==> src/hw/rtl/rszc_pkg.sv <==
`default_nettype none
// ----------------------------------------------------------------------------
// rszc_pkg
// Shared constants for the ring spike and zigzag cleaner.
// ----------------------------------------------------------------------------
package rszc_pkg;

	localparam int COORD_BITS_DEF      = 24;
	localparam int MAX_RING_POINTS_DEF = 65536;
	localparam int TOL_BITS            = 24;
	// tan(pi/360) is taken as TAN_NUM / 2^TAN_SHIFT
	localparam int TAN_NUM             = 572;
	localparam int TAN_SHIFT           = 16;
	localparam int QUEUE_DEPTH         = 2;

	// seen counter width for a given ring length limit
	function automatic int seen_bits(input int max_pts);
		return $clog2(max_pts + 1);
	endfunction

endpackage

`default_nettype wire

==> src/hw/rtl/rszc_front.sv <==
`default_nettype none
// ----------------------------------------------------------------------------
// rszc_front
// Takes in vertices, keeps the sliding window and the ring head, counts the
// ring and hands a snapshot of each step to the job queue.
// ----------------------------------------------------------------------------
module rszc_front #(
	parameter int COORD_BITS      = 24,
	parameter int MAX_RING_POINTS = 65536
) (
	input  wire logic                                   clk,
	input  wire logic                                   arst_n,
	input  wire logic                                   push,
	output logic                                        full,
	input  wire logic signed [COORD_BITS-1:0]           x_coord,
	input  wire logic signed [COORD_BITS-1:0]           y_coord,
	input  wire logic                                   ring_end,
	output logic [14*COORD_BITS+rszc_pkg::seen_bits(MAX_RING_POINTS):0] job_data,
	output logic                                        job_push,
	input  wire logic                                   job_full
);
	import rszc_pkg::*;

	localparam int SW = seen_bits(MAX_RING_POINTS);

	typedef struct packed {
		logic signed [COORD_BITS-1:0] x;
		logic signed [COORD_BITS-1:0] y;
	} pt_t;

	typedef struct packed {
		pt_t [3:0]       win;
		pt_t [2:0]       head;
		logic [SW-1:0]   seen;
		logic            last;
	} job_t;

	pt_t [3:0]     win_q;
	pt_t [2:0]     head_q;
	logic [SW-1:0] seen_q;

	pt_t           v;
	pt_t [2:0]     head_nx;
	logic [SW-1:0] seen_nx;
	logic          last;
	logic          accept;
	job_t          job;

	assign full    = job_full;
	assign accept  = push && !job_full;
	assign v.x     = x_coord;
	assign v.y     = y_coord;
	assign seen_nx = seen_q + SW'(1);
	// an overlong ring is closed at the limit
	assign last    = ring_end || (seen_nx >= SW'(MAX_RING_POINTS));

	always_comb begin
		head_nx = head_q;
		if (seen_q < SW'(3)) begin
			head_nx[seen_q[1:0]] = v;
		end
	end

	assign job.win  = {win_q[2:0], v};
	assign job.head = head_nx;
	assign job.seen = seen_nx;
	assign job.last = last;

	assign job_data = job;
	assign job_push = accept;

	always_ff @(posedge clk) begin
		if (accept) begin
			win_q  <= {win_q[2:0], v};
			head_q <= head_nx;
		end
	end

	always_ff @(posedge clk or negedge arst_n) begin
		if (!arst_n) begin
			seen_q <= '0;
		end else if (accept) begin
			seen_q <= last ? '0 : seen_nx;
		end
	end

endmodule

`default_nettype wire

==> config.mk <==
export PLATFORM = sky130hd
export DESIGN_NAME = rszc_front
export DESIGN_NICKNAME = d
export VERILOG_FILES = /design/src/hw/rtl/rszc_pkg.sv /design/src/hw/rtl/rszc_front.sv
export SDC_FILE = /design/constraint.sdc
export NUM_CORES = 1
export LEC_CHECK = 0
export BUFFER_PORTS_ARGS = -buffer_cell sky130_fd_sc_hd__buf_2
export CAP_MARGIN = 10
export CORE_ASPECT_RATIO = 0.6
export CORE_MARGIN = 1
export CORE_UTILIZATION = 25
export DETAILED_ROUTE_END_ITERATION = 10
export SETUP_SLACK_MARGIN = 0.4
export SYNTH_ARGS = -nofsm -noshare
export SYNTH_HDL_FRONTEND = slang
export SYNTH_SLANG_ARGS = --single-unit
==> constraint.sdc <==
create_clock -name clk -period 13.22 [get_ports clk]
set_input_delay 0.661 -clock clk [delete_from_list [all_inputs] [get_ports clk]]
set_output_delay 0.661 -clock clk [all_outputs]
set_load 0.005 [all_outputs]
==> reports/metrics.csv <==
stage,metric,value,unit
worst_setup_path,CP Data Required Time,13.42,ns
worst_setup_path,"Critical Path, Cell by Cell",buf_2 -> nand2b_1 -> inv_8 -> buf_4 -> buf_4 -> buf_4,
timing,f_max,0.234,GHz
worst_setup_path,WP data arrival,4.47,ns
worst_setup_path,WS Path Type,input port to register,
synth,top post-synthesis cells by area,"edfxtp_1, mux2_2, mux2_4",
drt,drt via density,4.15,
power_and_ir_drop,Clock power frac,0.419,
global_route,global-route wire length before repair,44100,microns
drt,DR vias,6951,
place,IO Port Bufs,408,
timing,WHS,0.320,ns
place,RePlAce Congestion,0.781,
power_and_ir_drop,Sw Ratio,0.221,
die,core area,0.0481,sq mm
place,Final HPWL DP,19600,microns
timing,Max Slew Vio Count,0,
drt,final wirelength,29900,microns
clock_network,"Reg clk slew, reported paths",0.06,ns
drt,drt pass-1 iters,7,
synth,Yosys reg bits,305,
outcome,failing checks,DRC,
place,cell count after placement,1616,
worst_setup_path,Crit. End Element,register,
drt,DRC errors left,38,
cells_and_area,final net count,1067,
power_and_ir_drop,Comb power frac,0.068,
synth,Synth cell types,41,
global_route,grt ovf,0,
timing,Final Setup Violations,0,
synth,Synth top area share,0.705,
clock_network,clock root buffer master,clkbuf_16,
die,Rows,62,
worst_hold_path,Hold Crit Class,input port to register,
power_and_ir_drop,switching power,0.000488,W
die,Die ar.,0.0500,sq mm
synth,Synth area leader,edfxtp_1,
die,I/O Pins,409,
timing,RSZ-0062 raised after global routing,false,
drt,Detail Route Antenna Nets,0,
outcome,outcome,"complete, but fails checks",
drt,drt wl/cell,17.9,microns
timing,fin crit share,0.323,
power_and_ir_drop,P_int,0.00172,W
timing,slew margin rel.,0.254,
die,initial core utilization,0.255,
synth,Synth async-reset ratio,0.0557,
die,Die H,174,microns
flow_run,MaxCap Viol Count,0,
timing,Worst Tran Pin Value,1.09,ns
synth,Syn Std Cell Area,0.0123,sq mm
timing,post-route minimum period,4.27,ns
timing,slack of the critical path,8.95,ns
clock_network,Max clock buf depth,3,
timing,clk_skew,0.0157,ns
clock_network,CTS tree,done,
power_and_ir_drop,Lkg Pwr,6.40,nW
die,Die X-Extent,288,microns
cells_and_area,"commonest cells after routing, fill and taps aside","buf_2, edfxtp_1, mux2_2",
cells_and_area,diodes inserted,0,
cells_and_area,"most common cell after layout, fill and taps aside",buf_2,
clock_network,worst-skew pair later-pin latency,0.57,ns
power_and_ir_drop,Total Power,0.00220,W
power_and_ir_drop,Seq pwr share,0.513,
clock_network,CTS buffer count,31,
place,pre-CTS setup slack,8.35,ns
drt,1st-iter DRT viols,463,
synth,Post-synth EDFFs,288,
global_route,vias in the first global route,6945,
timing,TNS Setup,0,ns
synth,synthesized area per cell,19.1,sq um
worst_setup_path,critical path's slowest cell,buf_4,
global_route,GRT Resource Usage Total,0.114,
power_and_ir_drop,VDD IR max,0.0873,mV
synth,Syn Inst Count,641,
clock_network,Clock Sinks,305,
worst_setup_path,crit start category,input port,
synth,ys flop type,edfxtp_1,
cells_and_area,proportion of layout cells with a drive suffix above 1,0.591,
worst_setup_path,CP max FO,112,
cells_and_area,fin cells,1673,
synth,syn_nets,698,
cells_and_area,Area growth syn-to-layout,27.6,%
clock_network,CTS H-tree lvls,1,
clock_network,setup repair bufs after CTS,0,
worst_setup_path,Crit path largest cell delay,0.82,ns
synth,synth warn,0,
synth,sequential-to-total area share from yosys stat,0.739,
global_route,initial antenna violation count,0,
global_route,pin count of the biggest net entering global routing,113,
timing,"Hold Vio Cnt, Final",0,
power_and_ir_drop,Pwr per Cell Area,141,mW/mm^2
worst_setup_path,CP dominant cell by count,buf_4,
## final timing paths
| kind | start | endpoint | slack, ns | depth (start not counted) |
|---|---|---|---|---|
| max in group asynchronous | arst_n | seen_q[10]$_DFFE_PN0P_ | 12.34 | 2 |
| hold reg to reg | job_data[229]$_DFFE_PP_ | job_data[277]$_DFFE_PP_ | 0.44 | 0 |
| setup reg to reg | seen_q[11]$_DFFE_PN0P_ | head_q[43]$_DFFE_PP_ | 10.19 | 5 |
| setup / recovery | job_full | head_q[34]$_DFFE_PP_ | 8.95 | 6 |
| min in group asynchronous | arst_n | seen_q[14]$_DFFE_PN0P_ | 0.58 | 2 |
| hold / removal | y_coord[20] | job_data[230]$_DFFE_PP_ | 0.32 | 1 |
## critical path, delay by kind of cell
family | cells | cell delay, ns
buf+inv | 5 | 3.02
simple gates | 1 | 0.45
## cell families (layout without fill, tap and decap cells)
| kind of cell | Yosys count | count (layout) | synth area share |
|---|---|---|---|
| mux | 147 | 147 | 0.153 |
| flops | 305 | 305 | 0.739 |
| compound gates | 26 | 26 | 0.0141 |
| buf+inv | 80 | 472 | 0.0481 |
| simple gates | 64 | 64 | 0.0306 |
| fa+ha+maj | 4 | 4 | 0.00408 |
| xor+xnor | 15 | 15 | 0.0107 |
## per-layer routing
layer | GRT usage | vias to the layer above | routed length, microns
met4 | 0.0231 | 0 | 570
met1 | 0.155 | 3526 | 13400
li1 | - | 3167 | -
met5 | 0 | - | 0
met2 | 0.183 | 220 | 14100
met3 | 0.0292 | 38 | 1800
## power groups by stage
stage	Sequential, W	Clock [W]	Combinational [W]
floorplan	0.00115	0	0.0000826
global placement	0.00115	0	0.000152
CTS	0.00113	0.000964	0.000155
global route	0.00114	0.000989	0.000166
detailed placement	0.00115	0	0.000154
finish	0.00113	0.000923	0.000151
## state kept, by name, indices dropped and copies added (netlist names)
signal	flops
head_q	144
job_data	144
seen_q	17
## synth_stat cells (5+ instances only)
cell type	count
nand2_1	14
nor2_1	9
nand4_1	6
a21o_1	5
xnor2_1	9
o21ai_0	7
dfrtp_1	17
mux2_2	85
xor2_1	6
buf_4	51
buf_6	11
mux2_4	60
buf_2	13
nor4_1	5
edfxtp_1	288
## timing repair
action / 4_1_cts / 5_1_grt
setup endpoints to repair: 0 / 0
endpoints found under the hold margin: 17 / 0
hold buffers: 1 / 0
resized for setup: 0 / 0
## cell type report
class                      instances  area [sq um]
tap                              640           801
fill                            4750         32400
clock buffer                      33           783
clock inverter                    23           275
timing repair buffer             413          2080
sequential                       305          9070
multi-input combinational        256          2620
inverter                           3          18.8
## per-stage QoR
stage | instance area [sq um] | utilization
global route | 15700 | 0.326
floorplan | 12300 | -
finish | 15700 | 0.326
CTS | 15700 | 0.326
global placement | 14600 | 0.303
detailed placement | 14600 | 0.303
Power figures use the tool's default switching activity.
