### config.mk
export PLATFORM = sky130hd
export DESIGN_NAME = rszc_queue
export DESIGN_NICKNAME = d
export VERILOG_FILES = /design/src/hw/rtl/rszc_queue.sv
export SDC_FILE = /design/constraint.sdc
export NUM_CORES = 1
export LEC_CHECK = 0
export ABC_AREA = 1
export BUFFER_PORTS_ARGS = -buffer_cell sky130_fd_sc_hd__buf_2
export CORE_UTILIZATION = 44
export CTS_CLUSTER_DIAMETER = 60
export CTS_CLUSTER_SIZE = 25
export DETAILED_ROUTE_END_ITERATION = 12
export GPL_TIMING_DRIVEN = 1
export HOLD_SLACK_MARGIN = 0.02
export PLACE_DENSITY = 0.71
export SYNTH_ARGS = -nofsm -noshare
export SYNTH_HDL_FRONTEND = slang
export SYNTH_SLANG_ARGS = --single-unit
### constraint.sdc
create_clock -name clk -period 1.1 [get_ports clk]
set_clock_uncertainty 0.1 [all_clocks]
set_input_delay 0.055 -clock clk [delete_from_list [all_inputs] [get_ports clk]]
set_output_delay 0.055 -clock clk [all_outputs]
set_load 0.03 [all_outputs]
### src/hw/rtl/rszc_queue.sv
`default_nettype none
// ----------------------------------------------------------------------------
// rszc_queue
// Short register queue between the front and the back.
// ----------------------------------------------------------------------------
module rszc_queue #(
	parameter int WIDTH = 8,
	parameter int DEPTH = 2
) (
	input  wire logic             clk,
	input  wire logic             arst_n,
	input  wire logic             wr_en,
	input  wire logic [WIDTH-1:0] wr_data,
	output logic                  is_full,
	input  wire logic             rd_en,
	output logic [WIDTH-1:0]      rd_data,
	output logic                  is_empty
);
	localparam int AW = (DEPTH > 1) ? $clog2(DEPTH) : 1;
	localparam int CW = $clog2(DEPTH + 1);

	logic [WIDTH-1:0] mem_q [DEPTH];
	logic [AW-1:0]    wr_ptr_q;
	logic [AW-1:0]    rd_ptr_q;
	logic [CW-1:0]    count_q;

	assign is_full  = (count_q == CW'(DEPTH));
	assign is_empty = (count_q == '0);
	assign rd_data  = mem_q[rd_ptr_q];

	always_ff @(posedge clk) begin
		if (wr_en) begin
			mem_q[wr_ptr_q] <= wr_data;
		end
	end

	always_ff @(posedge clk or negedge arst_n) begin
		if (!arst_n) begin
			wr_ptr_q <= '0;
			rd_ptr_q <= '0;
			count_q  <= '0;
		end else begin
			if (wr_en) begin
				wr_ptr_q <= (wr_ptr_q == AW'(DEPTH - 1)) ? '0 : wr_ptr_q + AW'(1);
			end
			if (rd_en) begin
				rd_ptr_q <= (rd_ptr_q == AW'(DEPTH - 1)) ? '0 : rd_ptr_q + AW'(1);
			end
			if (wr_en && !rd_en) begin
				count_q <= count_q + CW'(1);
			end else if (rd_en && !wr_en) begin
				count_q <= count_q - CW'(1);
			end
		end
	end

endmodule

`default_nettype wire

==> results of run 1 <==
## repair_timing
| action | 4_1_cts | 5_1_grt |
|---|---|---|
| gates resized for setup | 21 | 10 |
| hold buffers | 12 | 0 |
| endpoints found under the setup margin | 18 | 28 |
| buffers inserted | 5 | 2 |
| pin swaps | 1 | 4 |
| hold endpoints to repair | 22 | 0 |
## path summary, 6_finish.rpt
| kind | slack [ns] | endpoint | cells after the start | start |
|---|---|---|---|---|
| worst max register to register | -0.01 | mem_q[0][4] | 1 | wr_ptr_q |
| worst min register to register | 0.57 | mem_q[0][7] | 1 | wr_ptr_q |
| worst max-delay path | -0.35 | rd_data[4] | 3 | rd_ptr_q |
| max in group asynchronous | 0.14 | wr_ptr_q | 3 | arst_n |
| worst min-delay path | 0.06 | count_q[0] | 3 | wr_en |
| min in group asynchronous | 0.55 | count_q[1] | 3 | arst_n |
## kinds of logic after synthesis
family	Yosys count	share of synthesized area
xor gates and xnor gates	3	0.0321
muxes	8	0.147
adders and majority gates	1	0.0153
DFF	20	0.709
buffers and inverters	8	0.0459
and+or+nand+nor	10	0.0505
## sequential cells by signal, indices dropped and copies added (netlist names)
register and count:
rd_ptr_q 1, wr_ptr_q 1, mem_q 16, count_q 2
## power groups by stage
| stage | clock, W | combinational (W) | sequential, W |
|---|---|---|---|
| CTS | 0.000600 | 0.00158 | 0.00112 |
| global route | 0.000627 | 0.00180 | 0.00116 |
| finish | 0.000585 | 0.00170 | 0.00114 |
| global placement | 0 | 0.00116 | 0.00113 |
| detailed placement | 0 | 0.00118 | 0.00115 |
| floorplan | 0 | 0.000867 | 0.00112 |
## layout make-up
type / instances / area [um2] / area share
Multi-Input combinational cell: 22 / 223 / 0.172
Timing Repair Buffer: 43 / 383 / 0.295
Inverter: 7 / 26.3 / 0.0203
Sequential cell: 20 / 582 / 0.448
Clock inverter: 1 / 30.0 / 0.0231
Tap cell: 25 / 31.3 / 0.0241
Clock buffer: 3 / 22.5 / 0.0174
## worst max-delay path, cell delays in order, from the launching register on
cell	delay, ns
dfrtp_1	0.42
buf_6	0.14
mux2_4	0.30
buf_6	0.14
## metal layers
metal | vias up | wire length, um | part of all wire | GRT usage
met1 | 254 | 618 | 0.43 | 0.216
met2 | 20 | 729 | 0.51 | 0.258
met4 | 0 | 26 | 0.018 | 0.0970
met3 | 4 | 63 | 0.044 | 0.0640
li1 | 265 | - | - | -
met5 | - | 0 | 0 | 0
## stage by stage
| step | setup slack (ns) | util |
|---|---|---|
| 2_1_floorplan | 0.0405 | - |
| 3_3_place_gp | -0.0347 | 0.575 |
| 3_5_place_dp | -0.0405 | 0.575 |
| 5_1_grt | -0.403 | 0.751 |
| 4_1_cts | -0.351 | 0.735 |
| 6_report | -0.348 | 0.751 |
## Yosys cell counts
library cell,number,area (um2)
buf_6,1,11.3
dfrtp_1,4,100
edfxtp_1,16,480
ha_1,1,12.5
inv_1,7,26.3
mux2_4,8,120
nand2_1,5,18.8
nand3_1,1,5.00
nand4_1,1,6.26
nor2_1,3,11.3
xnor2_1,1,8.76
xor2_1,2,17.5
==> results by group, run 1 <==
Layout
  • Share of post-route cells with drive strength above 1: 0.552
  • Ant diodes: 0
  • Commonest cells after routing, fill and taps aside: edfxtp_1 (16), dlygate4sd3_1 (12), buf_6 (12)
  • Area delta synth->final: 58.6%
  • # nets final: 110
  • Commonest non-fill, non-tap cell in the layout: edfxtp_1
  • Final instance area: 1300 um2
  • Fillers: about 110
  • Non-filler cells in the finished layout: approximately 120

Detailed routing
  • Post-Route WL: about 1.4 mm
  • Routed wire length per instance: between 10 and 15 um
  • Antenna Nets Post-Route: 0
  • Via density: between 4 and 5
  • 1st-iter DRT viols: 11
  • 1st-pass router iterations: 5
  • DRC violations left: 0
  • Vias: 543

STA
  • RSZ-0062 raised after global routing: yes
  • Hold WS: between 0.06 and 0.07 ns
  • Max transition margin: 0.823
  • FMAX: roughly 0.69 GHz
  • Worst Tran Pin Value: between 0.2 and 0.3 ns
  • Slew Viols, Final: 0
  • Final Critical Period: around 1.4 ns
  • Setup WS post-layout: -0.348 ns
  • TNS Setup: -3.04 ns
  • Crit share post-route: 1.32
  • Number of setup violations in the final report: 18
  • Final Hold Viols: 0

Power
  • P per Cell Area: roughly 2600 nW/um2
  • Sw Ratio: 0.329
  • Pwr Total: between 0.003 and 0.004 W
  • Seq pwr share: 0.334
  • Clock power frac: 0.171
  • Peak VDD IR: 0.00183 V
  • Pint: between 0.002 and 0.0025 W
  • Comb power frac: 0.496
  • Psw: 0.00113 W
  • Leakage power: 0.576 nW

Die
  • Die Ht: 45.1 um
  • Core area: between 1500 and 2000 um2
  • Starting Density: 0.474
  • Die Wd: between 40 and 50 um
  • Die area: between 2000 and 2500 um2
  • Boundary Pins: 22
  • Std-Cell Rows: 15

Global routing
  • Vias in the first global route: approximately 510
  • GRT Overall Usage: 0.172
  • Total congestion overflow: 0
  • Largest net degree at the start of global routing: 13
  • Initial antenna violation count: 0
  • Global-route wire length before repair: ~2.3 mm

Yosys
  • Seq cells post-synth: 20
  • Distinct cells, synth: 12
  • Syn. warnings: 0
  • Mean Syn Cell Area: 16.4 um2
  • Net Count, Synth: 63
  • Post-synthesis sequential area ratio: 0.709
  • Cell Area, Synth: 818 um2
  • Cell count after synthesis: 50

Place
  • DP Cell Count: 99
  • Dpl hpwl: 853 um
  • Cell Area, Placed: between 900 and 1000 um2
  • PortBufs: 21
  • Routability congestion estimate: between 0.5 and 0.6

Clock tree
  • Clk sinks: 20
  • Clk buf depth: 2
  • CTS Buf Count: 3
  • CTS root buf: clkbuf_4
  • Clock latency on the worst-skew pair: slightly below 0.3 ns
  • CTS HTree Levels: 1
  • TritonCTS clock tree: built
  • CTS clk-pin slew, worst paths: 0.11 ns

Setup path
  • Crit path DAT: between 1 and 1.5 ns
  • Max FO, Critical Path: 5
  • CP required: around 0.94 ns
  • Setup CP Type: flop to output pin
  • Startpoint Class: flop
  • Crit. End Element: output pin

Worst hold path
  • HP Class: input port to flop

Flow run
  • Number of max-cap violations: 0

Status
  • Failing checks: negative setup slack
  • Run status: finished with violations
Power figures use the tool's default switching activity.
==> run 2: changes to the inputs <==
GPL_TIMING_DRIVEN = 0   (was 1)
RECOVER_POWER = 50   (was default)
SLEW_MARGIN = 20   (was default)
==> results by group, run 2 (synthesis gave the netlist of run 1 again) <==
Detailed routing
  • 1st-pass router iterations: 3
  • Antenna Nets Post-Route: 0
  • Vias: between 500 and 600
  • DRC violations left: 0
  • Post-Route WL: 1.41 mm
  • Routed wire length per instance: ~12 um
  • Via density: around 4.4
  • 1st-iter DRT viols: 13

Global routing
  • Initial antenna violation count: 0
  • Largest net degree at the start of global routing: 12
  • Global-route wire length before repair: between 2 and 2.5 mm
  • GRT Overall Usage: 0.155
  • Total congestion overflow: 0
  • Vias in the first global route: approximately 530

STA
  • FMAX: between 0.6 and 0.7 GHz
  • RSZ-0062 raised after global routing: yes
  • Final Hold Viols: 0
  • Max transition margin: 0.831
  • Setup WS post-layout: -0.331 ns
  • Worst Tran Pin Value: 0.253 ns
  • Final Critical Period: around 1.4 ns
  • Slew Viols, Final: 0
  • Number of setup violations in the final report: 11
  • Crit share post-route: 1.30

Layout
  • Register Area: 581 um2
  • Commonest non-fill, non-tap cell in the layout: edfxtp_1
  • Most flops, register: mem_q
  • Commonest cells after routing, fill and taps aside: edfxtp_1 (16), buf_6 (13), dlygate4sd3_1 (12)
  • Largest register FFs: 16
  • Share of post-route cells with drive strength above 1: 0.442
  • Post-layout util: 0.722
  • Ant diodes: 0
  • Largest registers: mem_q (16), count_q (2)
  • Area delta synth->final: 52.3%
  • Fillers: approximately 130
  • # nets final: around 110
  • Multi-input gate area: between 200 and 250 um2

Clock tree
  • TritonCTS clock tree: built
  • CTS Buf Count: 3
  • Clk sinks: 20
  • Clock latency on the worst-skew pair: just under 0.3 ns
  • CTS clk-pin slew, worst paths: ~0.1 ns
  • CTS HTree Levels: 1
  • CTS root buf: clkbuf_4
  • Clk buf depth: 2

Power
  • P per Cell Area: about 2500 nW/um2
  • Leakage power: 0.544 nW
  • Peak VDD IR: between 0.0015 and 0.002 V

Setup path
  • CP max stage cell: dfrtp_1
  • Crit. End Element: output pin
  • Setup CP Type: flop to output pin
  • Crit-path max cell delay: 0.39 ns
  • CP required: roughly 0.94 ns
  • Crit path DAT: 1.28 ns
  • Critical-path cell list: buf_6 > mux2_4 > buf_6
  • Startpoint Class: flop
  • Max FO, Critical Path: 9
  • Crit-path most repeated cell: buf_6

Die
  • Core area: ~1700 um2
  • Die area: approximately 2000 um2
  • Starting Density: 0.474
  • Std-Cell Rows: 15
  • Boundary Pins: 22
  • Die Wd: 45.1 um
  • Die Ht: ~45 um

Place
  • Dpl hpwl: ~800 um
  • Worst slack, placed: -0.0773 ns
  • Routability congestion estimate: 0.685
  • PortBufs: 21

Worst hold path
  • HP Class: input port to flop

Status
  • Failing checks: negative setup slack
  • Run status: finished with violations

Flow run
  • Number of max-cap violations: 0
[run 2: critical path, delay by kind of cell (launching register included)]
kind	cells	cell delay [ns]
buffers and inverters	2	0.29
multiplexers	1	0.31
flip-flops	1	0.39
[run 2: per-stage QoR]
step | setup TNS [ns] | area [um2] | std cells | total power (W) | hold slack [ns]
floorplan | 0 | 826 | 50 | 0.00199 | -0.341
global placement | -0.731 | 962 | 96 | 0.00221 | -0.233
detailed placement | -1.00 | 962 | 96 | 0.00224 | -0.234
CTS | -2.71 | 1210 | 118 | 0.00296 | 0.0408
global route | -3.15 | 1250 | 120 | 0.00329 | 0.0848
finish | -2.70 | 1250 | 120 | 0.00313 | 0.0763
[run 2: metal layers]
| layer | GRT usage | vias up | part of all wire |
|---|---|---|---|
| li1 | - | 263 | - |
| met1 | 0.184 | 250 | 0.43 |
| met2 | 0.270 | 14 | 0.52 |
| met3 | 0.0400 | 2 | 0.037 |
| met4 | 0.0545 | 0 | 0.0099 |
| met5 | 0 | - | 0 |
[run 2: area by class of cell]
cell class | instances | share of cell area
flip-flops and latches | 20 | 0.466
clock inverters | 1 | 0.00301
multi-input cells | 22 | 0.177
clock buffers | 3 | 0.0181
well taps | 25 | 0.0251
repair buffers | 41 | 0.279
inverters | 7 | 0.0231
plain buffers | 1 | 0.00904
[run 2: where the power goes]
part	leakage [nW]	total [W]	internal, W	switching (W)
logic	0.331	0.00167	0.000875	0.000796
registers	0.197	0.00112	0.00103	0.0000928
clock network	0.0154	0.000339	0.000132	0.000207
total	0.544	0.00313	0.00203	0.00110
[run 2: worst paths after layout]
kind,start,to,slack (ns),cells after the start
setup / recovery,rd_ptr_q,rd_data[6],-0.33,3
hold / removal,wr_en,count_q[0],0.08,3
setup reg to reg,count_q[0],count_q[1],0,6
hold reg to reg,count_q[1],count_q[1],0.48,2
max in group asynchronous,arst_n,rd_ptr_q,0.18,3
min in group asynchronous,arst_n,count_q[0],0.54,3
[run 2: repair_timing]
action | 4_1_cts | 5_1_grt
endpoints found under the setup margin | 26 | 27
pin swaps | 2 | 4
gates resized for setup | 20 | 9
hold buffers | 12 | 0
buffers inserted | 6 | 2
endpoints found under the hold margin | 22 | 0
